<file path="config.mk">
export PLATFORM = sky130hd
export DESIGN_NAME = descending_sorted_insert_table
export DESIGN_NICKNAME = d
export VERILOG_FILES = /design/src/rtl/dsit_pkg.sv /design/src/rtl/dsit_ram.sv /design/src/rtl/descending_sorted_insert_table.sv
export SDC_FILE = /design/constraint.sdc
export NUM_CORES = 1
export LEC_CHECK = 0
export BUFFER_PORTS_ARGS = -buffer_cell sky130_fd_sc_hd__buf_2
export CAP_MARGIN = 20
export CORE_MARGIN = 5
export CORE_UTILIZATION = 56
export DETAILED_ROUTE_END_ITERATION = 6
export PLACE_DENSITY = 0.76
export SLEW_MARGIN = 20
export SYNTH_ARGS = -nofsm -noshare
export SYNTH_HDL_FRONTEND = slang
export SYNTH_SLANG_ARGS = --single-unit
</file>
<file path="constraint.sdc">
create_clock -name clk -period 5 [get_ports clk]
set_input_delay 0.25 -clock clk [delete_from_list [all_inputs] [get_ports clk]]
set_output_delay 0.25 -clock clk [all_outputs]
set_load 0.01 [all_outputs]
</file>
<file path="src/rtl/dsit_pkg.sv">
`timescale 1ns / 1ps
// Package for the descending sorted insert table.
// Holds the request mode codes and the score width; depends on nothing.
package dsit_pkg;

  localparam int SCORE_W = 32;

  typedef enum logic [1:0] {
    MODE_INSERT = 2'd0,
    MODE_READ   = 2'd1,
    MODE_CLEAR  = 2'd2
  } mode_t;

endpackage

</file>
<file path="src/rtl/dsit_ram.sv">
`timescale 1ns / 1ps
// Generic single-write, single-read RAM with registered read data.
// Stand-alone; used for the entry store of the sorted table.
module dsit_ram #(
  parameter int WIDTH = 48,
  parameter int DEPTH = 16
) (
  input  logic                     clk,
  input  logic                     wr_en,
  input  logic [$clog2(DEPTH)-1:0] wr_addr,
  input  logic [WIDTH-1:0]         wr_data,
  input  logic [$clog2(DEPTH)-1:0] rd_addr,
  output logic [WIDTH-1:0]         rd_data
);

  logic [WIDTH-1:0] mem [DEPTH];

  always_ff @(posedge clk) begin
    if (wr_en) begin
      mem[wr_addr] <= wr_data;
    end
    rd_data <= mem[rd_addr];
  end

endmodule

</file>
<file path="src/rtl/descending_sorted_insert_table.sv">
`timescale 1ns / 1ps
// Descending sorted insert table: up to DEPTH (score, tag) entries kept best first.
// Steps: an insert walks SCAN upwards from the bottom entry (skipped on an empty table),
// then PLACE and DONE; a read goes through READ and DONE; a clear goes straight to DONE.
// One request at a time: in_stall stays high from acceptance until the result enters the output register.
// Reset (rst_n, synchronous, active low) empties the table and drops any pending result;
// the entry RAM itself is not cleared, only entries at ranks below the fill count are ever used.
module descending_sorted_insert_table
  import dsit_pkg::*;
#(
  parameter int DEPTH    = 16,
  parameter int TAG_BITS = 16
) (
  input  logic                             clk,
  input  logic                             rst_n,
  // request channel
  input  logic                             in_valid,
  output logic                             in_stall,
  input  logic [1:0]                       in_mode,
  input  logic signed [SCORE_W-1:0]        in_new_score,
  input  logic [TAG_BITS-1:0]              in_new_tag,
  input  logic [$clog2(DEPTH)-1:0]         in_read_rank,
  // result channel
  output logic                             out_valid,
  input  logic                             out_stall,
  output logic [$clog2(DEPTH+1)-1:0]       out_position,
  output logic signed [SCORE_W-1:0]        out_entry_score,
  output logic [TAG_BITS-1:0]              out_entry_tag,
  output logic                             out_entry_valid,
  output logic [$clog2(DEPTH+1)-1:0]       out_entries_held,
  output logic                             out_pushed_out
);

  localparam int IDX_W = $clog2(DEPTH);
  localparam int CNT_W = $clog2(DEPTH + 1);
  localparam int ENT_W = SCORE_W + TAG_BITS;
  localparam logic [CNT_W-1:0] DEPTH_C = CNT_W'(DEPTH);

  // SCAN walks upwards from the last held entry, moving each lower entry down by
  // one rank, until it meets an entry whose score is not below the new one.
  typedef enum logic [2:0] {
    ST_IDLE,
    ST_SCAN,
    ST_PLACE,
    ST_READ,
    ST_DONE
  } state_t;

  state_t                    state_r, state_nxt;
  logic [CNT_W-1:0]          fill_r, fill_nxt;
  logic [IDX_W-1:0]          idx_r, idx_nxt;
  logic [CNT_W-1:0]          pos_r, pos_nxt;
  logic signed [SCORE_W-1:0] score_r, score_nxt;
  logic [TAG_BITS-1:0]       tag_r, tag_nxt;
  logic [IDX_W-1:0]          rank_r, rank_nxt;

  // finished result, waiting for the output register
  logic [CNT_W-1:0]          res_pos_r, res_pos_nxt;
  logic signed [SCORE_W-1:0] res_score_r, res_score_nxt;
  logic [TAG_BITS-1:0]       res_tag_r, res_tag_nxt;
  logic                      res_valid_r, res_valid_nxt;
  logic [CNT_W-1:0]          res_held_r, res_held_nxt;
  logic                      res_pushed_r, res_pushed_nxt;

  // output register
  logic                      out_valid_r, out_valid_nxt;
  logic [CNT_W-1:0]          out_pos_r, out_pos_nxt;
  logic signed [SCORE_W-1:0] out_score_r, out_score_nxt;
  logic [TAG_BITS-1:0]       out_tag_r, out_tag_nxt;
  logic                      out_evalid_r, out_evalid_nxt;
  logic [CNT_W-1:0]          out_held_r, out_held_nxt;
  logic                      out_pushed_r, out_pushed_nxt;

  // entry RAM port signals
  logic                      wr_en;
  logic [IDX_W-1:0]          wr_addr;
  logic [ENT_W-1:0]          wr_data;
  logic [IDX_W-1:0]          rd_addr;
  logic [ENT_W-1:0]          rd_data;

  logic signed [SCORE_W-1:0] ent_score;
  logic [CNT_W-1:0]          fill_dec;
  logic [CNT_W-1:0]          idx_inc;

  // entry layout: score in the upper bits, tag below
  dsit_ram #(
    .WIDTH (ENT_W),
    .DEPTH (DEPTH)
  ) u_store (
    .clk     (clk),
    .wr_en   (wr_en),
    .wr_addr (wr_addr),
    .wr_data (wr_data),
    .rd_addr (rd_addr),
    .rd_data (rd_data)
  );

  assign ent_score = rd_data[ENT_W-1 -: SCORE_W];
  assign fill_dec  = fill_r - 1'b1;
  assign idx_inc   = CNT_W'(idx_r) + 1'b1;

  assign in_stall         = (state_r != ST_IDLE);
  assign out_valid        = out_valid_r;
  assign out_position     = out_pos_r;
  assign out_entry_score  = out_score_r;
  assign out_entry_tag    = out_tag_r;
  assign out_entry_valid  = out_evalid_r;
  assign out_entries_held = out_held_r;
  assign out_pushed_out   = out_pushed_r;

  always_comb begin
    state_nxt      = state_r;
    fill_nxt       = fill_r;
    idx_nxt        = idx_r;
    pos_nxt        = pos_r;
    score_nxt      = score_r;
    tag_nxt        = tag_r;
    rank_nxt       = rank_r;
    res_pos_nxt    = res_pos_r;
    res_score_nxt  = res_score_r;
    res_tag_nxt    = res_tag_r;
    res_valid_nxt  = res_valid_r;
    res_held_nxt   = res_held_r;
    res_pushed_nxt = res_pushed_r;
    out_valid_nxt  = out_valid_r & out_stall;
    out_pos_nxt    = out_pos_r;
    out_score_nxt  = out_score_r;
    out_tag_nxt    = out_tag_r;
    out_evalid_nxt = out_evalid_r;
    out_held_nxt   = out_held_r;
    out_pushed_nxt = out_pushed_r;
    wr_en          = 1'b0;
    wr_addr        = idx_r;
    wr_data        = {score_r, tag_r};
    rd_addr        = idx_r;

    case (state_r)
      ST_IDLE: begin
        // read address goes out with the request so data is ready next cycle
        if (in_mode == MODE_READ) begin
          rd_addr = in_read_rank;
        end else begin
          rd_addr = fill_dec[IDX_W-1:0];
        end
        if (in_valid) begin
          score_nxt      = in_new_score;
          tag_nxt        = in_new_tag;
          rank_nxt       = in_read_rank;
          idx_nxt        = fill_dec[IDX_W-1:0];
          res_pos_nxt    = '0;
          res_score_nxt  = '0;
          res_tag_nxt    = '0;
          res_valid_nxt  = 1'b0;
          res_held_nxt   = fill_r;
          res_pushed_nxt = 1'b0;
          case (in_mode)
            MODE_INSERT: begin
              if (fill_r == '0) begin
                pos_nxt   = '0;
                state_nxt = ST_PLACE;
              end else begin
                state_nxt = ST_SCAN;
              end
            end
            MODE_READ: begin
              state_nxt = ST_READ;
            end
            MODE_CLEAR: begin
              fill_nxt     = '0;
              res_held_nxt = '0;
              state_nxt    = ST_DONE;
            end
            default: begin
              state_nxt = ST_DONE;
            end
          endcase
        end
      end

      ST_SCAN: begin
        rd_addr = idx_r - 1'b1;
        if (score_r > ent_score) begin
          // entry ranks below the new one: move it down, lost off the end when full
          if (idx_inc < DEPTH_C) begin
            wr_en   = 1'b1;
            wr_addr = idx_inc[IDX_W-1:0];
            wr_data = rd_data;
          end
          if (idx_r == '0) begin
            pos_nxt   = '0;
            state_nxt = ST_PLACE;
          end else begin
            idx_nxt = idx_r - 1'b1;
          end
        end else begin
          pos_nxt   = idx_inc;
          state_nxt = ST_PLACE;
        end
      end

      ST_PLACE: begin
        res_pos_nxt    = pos_r;
        res_pushed_nxt = (fill_r == DEPTH_C);
        if (pos_r < DEPTH_C) begin
          wr_en   = 1'b1;
          wr_addr = pos_r[IDX_W-1:0];
          if (fill_r != DEPTH_C) begin
            fill_nxt = fill_r + 1'b1;
          end
        end
        res_held_nxt = fill_nxt;
        state_nxt    = ST_DONE;
      end

      ST_READ: begin
        if (CNT_W'(rank_r) < fill_r) begin
          res_score_nxt = ent_score;
          res_tag_nxt   = rd_data[TAG_BITS-1:0];
          res_valid_nxt = 1'b1;
        end
        state_nxt = ST_DONE;
      end

      ST_DONE: begin
        if (!out_valid_r || !out_stall) begin
          out_valid_nxt  = 1'b1;
          out_pos_nxt    = res_pos_r;
          out_score_nxt  = res_score_r;
          out_tag_nxt    = res_tag_r;
          out_evalid_nxt = res_valid_r;
          out_held_nxt   = res_held_r;
          out_pushed_nxt = res_pushed_r;
          state_nxt      = ST_IDLE;
        end
      end

      default: begin
        state_nxt = ST_IDLE;
      end
    endcase
  end

  always_ff @(posedge clk) begin
    if (!rst_n) begin
      state_r     <= ST_IDLE;
      fill_r      <= '0;
      out_valid_r <= 1'b0;
    end else begin
      state_r     <= state_nxt;
      fill_r      <= fill_nxt;
      out_valid_r <= out_valid_nxt;
    end
    idx_r        <= idx_nxt;
    pos_r        <= pos_nxt;
    score_r      <= score_nxt;
    tag_r        <= tag_nxt;
    rank_r       <= rank_nxt;
    res_pos_r    <= res_pos_nxt;
    res_score_r  <= res_score_nxt;
    res_tag_r    <= res_tag_nxt;
    res_valid_r  <= res_valid_nxt;
    res_held_r   <= res_held_nxt;
    res_pushed_r <= res_pushed_nxt;
    out_pos_r    <= out_pos_nxt;
    out_score_r  <= out_score_nxt;
    out_tag_r    <= out_tag_nxt;
    out_evalid_r <= out_evalid_nxt;
    out_held_r   <= out_held_nxt;
    out_pushed_r <= out_pushed_nxt;
  end

endmodule
</file>
==> flow_summary_export.csv, run 1 <==
group,metric,value,unit
synth,synth_top_family_by_area,"compound AO/OA/AOI/OAI gates",
power_and_ir_drop,p_int,15900,uW
critical_path,worstSetupPathType,"flop to flop",
synth,yosysTopAreaCell,"edfxtp_1",
synth,ys.flop_type,"edfxtp_1",
grt,grt_use_total,0.2386,
timing,fin_skew,0.03556,ns
timing,relSlewSlack,0.2410,
synth,synth_top_area_share,0.7176,
synth,avgSynthCellArea,14.57,sq um
synth,yosysSeqAreaShare,0.7463,
critical_path,start_kind,"flop",
grt,grt_pass1_wl,143100,microns
grt,grt-ovfl-total,0,
final_layout,fin_nets,2980,
cts,tritoncts,"yes",
final_layout,antenna_cells,0,
drt,drtPass1Iterations,7,
cts,clk_path_buf_depth,3,
final_layout,syn2layout_area_growth,15.09,%
critical_path,cp.arrival,5.20,ns
drt,ant_nets,0,
synth,synthArstFlopShare,0,
timing,clock.fmax,205.0,MHz
cts,cts_root_buffer,"clkbuf_16",
synth,synth_compound_area_frac,0.1104,
synth,synthTopCellsByArea,"edfxtp_1 (72%), a211oi_1 (4.6%), nand2_1 (4.0%), and2_1 (3.9%), dfxtp_1 (2.9%)",
timing,tightest_slew,1.138,ns
timing,period_share,0.9757,
placement,gp_congestion,0.8852,
final_layout,final_util,0.6516,
placement,place_hpwl,51070,microns
cts,numCtsBuffers,98,
timing,rsz0062_at_grt,"no",
critical_path,cp_max_fo,29,
status,status,"finished, violations left",
critical_path,cpMaxStageDelayCell,"nor4_1",
critical_path,slowest_delay,0.91,ns
drt,viasPerCell,6.187,
final_layout,fill_cells,4722,
power_and_ir_drop,ir_drop,0.3214,mV
power_and_ir_drop,pwr-share-comb,0.205,
drt,drc,1,
drt,drt-total-wl,93550,microns
die,placeableCoreArea,70150,sq um
critical_path,crit_path_end_kind,"flop",
die,die_w,276.3,microns
power_and_ir_drop,p_seq_frac,0.455,
power_and_ir_drop,p_clk_frac,0.340,
power_and_ir_drop,netSwitchingPower,6420,uW
cts,clk_pin_slew,0.06,ns
grt,grt_pass1_vias,24130,
power_and_ir_drop,powerDensity,488.4,nW/um^2
synth,synthDistinctLibCells,63,
die,start_util,0.5661,
flow_run,cap_violations,0,
synth,synthAdderAreaFrac,0.01229,
final_layout,drive_gt1_frac,0.1426,
die,die_area,76340,sq um
placement,port_buffers,119,
die,ios,120,
critical_path,crit_chain,"ha_1, nand4_1, nor4_1, o31a_1, o211ai_1, a21boi_1, o221a_4, o21ai_2, nor2_4, buf_12",
synth,muxShareOfSynthArea,0.01437,
final_layout,multi_input_area,9325,sq um
die,rows,97,
power_and_ir_drop,p_leak,0.01545,uW
synth,netlist_area,39710,sq um
drt,wl_per_cell,23.95,microns
critical_path,worstPathRequired,5.32,ns
drt,vias,24170,
drt,drt_iter0_markers,3103,
synth,synth_fp_nets,2823,
die,die_h,276.3,microns
timing,fin_hold_ws,0.08838,ns
grt,grt_antenna_before_repair,3,
synth,synth-seq-cells,1006,
timing,final_max_slew_viol_count,0,
cts,clk_latency,0.66,ns
synth,synth_xor_area_frac,0.001323,
status,violations,"DRC",
power_and_ir_drop,sw_frac_of_total,0.2876,
cts,ctsHtreeMaxLevel,3,
grt,grt_start_max_net_pins,139,
timing,finalSetupViolCount,0,
synth,synth_cells,2726,
timing,post-route-min-period,4.878,ns
timing,finalHoldViolCount,0,
synth,yosysWarnings,0,
timing,setup-tns-final,0,ns
cts,clock_sinks,1006,
final_layout,seqCellArea,29640,sq um
synth,synth-edff-count,949,
synth,synth-simple-area-share,0.09244,
hold_path,hp-class,"input port to flop",
[through the flow]
stage	instances	worst slack [ns]	total power (uW)	cell area [sq um]
finish	3906	0.1217	22320	45710
global route	3906	0.1089	23250	45710
CTS	3905	0.2154	22360	45680
detailed placement	3666	0.2697	14760	41770
global placement	3666	0.5035	14550	41770
floorplan	2726	-0.06852	13380	39720
[placed cells by master (no fill, tap or decap), drive strengths merged, types with 6 or more instances in the layout]
cell type	count
inv	51
a31oi	98
buf	182
mux2	48
a21boi	7
o21ai	21
nand2b	6
clkbuf	135
nor2b	8
a21oi	128
nand3	15
and2	251
bufinv	13
ha	39
clkinv	26
a211oi	241
nor3	8
nand4	7
dfxtp	57
edfxtp	949
dlygate4sd3	56
nand2	426
a311oi	96
nor2	31
[sequential cells by signal, indices dropped and copies added (netlist names), 5 cells and up]
name	cells
out_entry_tag	16
score_r	32
res_held_r	5
u_store.mem	768
tag_r	16
out_entry_score	32
fill_r	5
res_score_r	32
res_pos_r	5
out_entries_held	5
out_position	5
u_store.rd_data	48
res_tag_r	16
pos_r	5
[power by group through the flow]
stage | clock network [uW] | registers (uW) | logic, uW
after floorplan | 0 | 10300 | 3120
after global placement | 0 | 10300 | 4260
after detailed placement | 0 | 10300 | 4430
after CTS | 7690 | 10200 | 4520
after global routing | 8070 | 10200 | 4980
final | 7600 | 10200 | 4570
[critical path, delay by kind of cell (launching register included)]
family	cells	cell delay, ns
AND/OR/NAND/NOR	3	2.01
AO/OA/AOI/OAI	5	1.31
flip-flops	1	0.39
adder cells (fa/ha/maj)	1	0.46
buffers and inverters	1	0.33
[logic make-up (layout without fill, tap and decap cells)]
logic type                 Yosys count  after routing
AOI/OAI and AO/OA                  626            626
adders and majority gates           39             39
and+or+nand+nor                    770            770
DFF                               1006           1006
xor gates and xnor gates             6              6
buffers and inverters              228            468
muxes                               51             51
[layer usage]
layer / up-vias / part of all wire / track usage / routed length (microns)
met3: 178 / 0.083 / 0.03864 / 7787
li1: 10740 / - / - / -
met4: 0 / 0.031 / 0.08068 / 2864
met1: 12060 / 0.40 / 0.3326 / 37700
met5: - / 0 / 0 / 0
met2: 1189 / 0.48 / 0.3899 / 45200
[cell type report]
cell class,instances,share of cell area
flip-flops and latches,1006,0.6484
multi-input cells,1492,0.2040
clock buffers,135,0.05978
repair buffers,238,0.04456
well taps,940,0.02573
clock inverters,48,0.01360
inverters,47,0.003860
[worst paths after layout]
check / startpoint / endpoint / slack (ns) / cells past startpoint
worst min-delay path: in_mode[0] / state_r[0]$_SDFFE_PN0P_ / 0.09 / 4
worst max register to register: score_r[31]$_DFFE_PP_ / u_store.mem[6][20]$_DFFE_PP_ / 0.12 / 10
worst min register to register: res_score_r[9]$_SDFFCE_PN0P_ / out_entry_score[9]$_DFFE_PP_ / 0.42 / 0
worst max-delay path: score_r[31]$_DFFE_PP_ / u_store.mem[6][20]$_DFFE_PP_ / 0.12 / 10
[cell usage after synthesis, types with 4 or more instances]
master	n
edfxtp_1	949
nand2_1	426
and2_1	248
a211oi_1	241
clkbuf_1	142
a21oi_1	125
a31oi_1	98
a311oi_1	96
dfxtp_1	57
mux2_2	48
inv_1	47
ha_1	39
nor2_1	31
buf_2	28
o21ai_0	17
nand3_1	15
nor2b_1	8
buf_1	7
nand4_1	7
nor3_1	7
nand2b_1	6
a21boi_0	5
a21o_1	5
o211ai_1	4
o31ai_1	4
[what timing repair did]
item,4_1_cts,5_1_grt
endpoints found under the hold margin,61,0
setup endpoints to repair,0,0
buffers inserted,0,0
gates resized for setup,0,0
hold buffers,56,0
Note: power is estimated with default switching activity, not from simulation.
==> run 2: changes to the inputs <==
Settings changed: BUFFER_PORTS_ARGS -buffer_cell sky130_fd_sc_hd__buf_2 to default, CORE_UTILIZATION 56 to 57, DONT_BUFFER_PORTS from default to 1, PLACE_DENSITY 0.76 to 0.75.
==> flow_summary_export.csv, run 2 (synthesis results as in run 1) <==
group,metric,value,unit
status,status,"finished, violations left",
status,violations,"DRC",
grt,met3_usage,0.04489,
final_layout,fill_cells,4606,
timing,setup-tns-final,0,ns
die,ios,120,
critical_path,worstSetupPathType,"flop to flop",
critical_path,critPathBufInv,2,
power_and_ir_drop,p_leak,0.01482,uW
cts,numCtsBuffers,95,
die,die_area,75050,sq um
timing,period_share,0.8775,
grt,grt_busiest_layer,"met2",
final_layout,seqCellArea,29640,sq um
die,die_h,274.0,microns
power_and_ir_drop,ir_drop,0.2729,mV
critical_path,cpMaxStageDelayCell,"a2111oi_0",
grt,grt-ovfl-total,0,
critical_path,crit_path_end_kind,"flop",
drt,wl_per_cell,24.05,microns
timing,clock.fmax,227.9,MHz
hold_path,whs_path_depth,3,
drt,ant_nets,0,
cts,cts_root_buffer,"clkbuf_16",
timing,final_max_slew_viol_count,0,
placement,gp_congestion,0.8948,
final_layout,fin_nets,2858,
timing,fin_skew,0.02353,ns
final_layout,largest_reg_flops,768,
final_layout,final_cell_mix,"edfxtp_1 (949), nand2_1 (425), and2_1 (244), a211oi_1 (241), a21oi_1 (124)",
cts,clk_path_buf_depth,3,
drt,drc,1,
drt,viasPerCell,6.241,
placement,place_ws,0.7746,ns
timing,setup_ws,0.6123,ns
timing,relSlewSlack,0.2488,
die,start_util,0.5770,
timing,finalSetupViolCount,0,
final_layout,final_common_cell,"edfxtp_1",
critical_path,crit_chain,"ha_1, nand4_1, a2111oi_0, buf_4, o31a_1, o211ai_1, a21boi_1, o221ai_1, a21oi_1, and2_2, buf_4",
cts,cts_setup_buffers,0,
critical_path,start_kind,"flop",
placement,port_buffers,0,
placement,place_area,41110,sq um
grt,grt_pass1_wl,136200,microns
timing,rsz0062_at_grt,"no",
final_layout,final_area,44740,sq um
hold_path,hp-class,"input port to flop",
critical_path,worstPathRequired,5.28,ns
timing,post-route-min-period,4.388,ns
critical_path,crit_family,"compound AO/OA/AOI/OAI gates",
drt,drt_iter0_markers,2644,
cts,tritoncts,"yes",
power_and_ir_drop,powerDensity,481.9,nW/um^2
cts,clk_latency,0.66,ns
grt,grt_antenna_before_repair,4,
critical_path,path_common_cell,"buf_4",
die,rows,96,
critical_path,reg2reg_depth,11,
grt,grt_start_max_net_pins,225,
drt,drtPass1Iterations,7,
critical_path,cp_max_fo,24,
die,die_w,274.0,microns
critical_path,cp.depth,11,
final_layout,multi_input_area,9325,sq um
timing,finalHoldViolCount,0,
placement,place_hpwl,47770,microns
grt,grt_use_met1,0.3341,
final_layout,reg.largest.list,"u_store.mem: 768 flops, u_store.rd_data: 48 flops",
final_layout,largest_register,"u_store.mem",
timing,tightest_slew,1.127,ns
cts,clk_pin_slew,0.07,ns
grt,grt_use_total,0.2380,
die,placeableCoreArea,68830,sq um
grt,grt_util_met2,0.3809,
cts,cts_hold_buffers,58,
critical_path,cp.arrival,4.67,ns
cts,ctsHtreeMaxLevel,3,
final_layout,syn2layout_area_growth,12.66,%
final_layout,drive_gt1_frac,0.1041,
cts,post_cts_resized,0,
grt,grt_pass1_vias,22710,
drt,drt-total-wl,90820,microns
cts,clock_sinks,1006,
drt,vias,23570,
flow_run,cap_violations,0,
critical_path,slowest_delay,0.84,ns
## run 2: cell count changes in the layout (fill, tap and decap cells not counted), sizes merged
cell	delta
buf	-121
bufinv	-10
clkbuf	-11
clkinv	+18
clkinvlp	-1
diode	+2
dlygate4sd3	+2
## run 2: worst min-delay path: stages
cell and delay (ns):
nor2b_1 0.15, a21oi_1 0.13, nor2_1 0.11
## run 2: layer usage
layer	up-vias	share of wire
met5	-	0.00014
met4	2	0.029
met3	187	0.095
met2	1202	0.47
met1	11710	0.40
li1	10460	-
## run 2: final timing paths
path,start,to,slack (ns)
worst max-delay path,score_r[7]$_DFFE_PP_,u_store.mem[14][3]$_DFFE_PP_,0.61
worst min-delay path,in_valid,idx_r[3]$_DFFE_PP_,0.17
worst max register to register,score_r[7]$_DFFE_PP_,u_store.mem[14][3]$_DFFE_PP_,0.61
worst min register to register,res_tag_r[1]$_SDFFCE_PN0P_,out_entry_tag[1]$_DFFE_PP_,0.42
## run 2: final cells by class
class	instances	share of cell area
Antenna cell	2	0.0001119
Inverter	47	0.003943
Clock inverter	55	0.009061
Timing Repair Buffer	119	0.03104
Multi-Input combinational cell	1492	0.2084
Tap cell	931	0.02604
Clock buffer	124	0.05895
Sequential cell	1006	0.6624
## run 2: where the power goes
group	internal (uW)	switching, uW
combinational	1440	2970
clock	3890	3040
sequential	9930	295
## run 2: through the flow
| step | cells | util | hold slack (ns) | total power, uW |
|---|---|---|---|---|
| global route | 3776 | 0.6501 | 0.1680 | 22480 |
| finish | 3776 | 0.6501 | 0.1720 | 21560 |
| global placement | 3537 | 0.5973 | 0.3489 | 14480 |
| detailed placement | 3537 | 0.5973 | 0.3489 | 14670 |
| floorplan | 2726 | - | 0.3489 | 13380 |
| CTS | 3774 | 0.6500 | 0.1258 | 21610 |
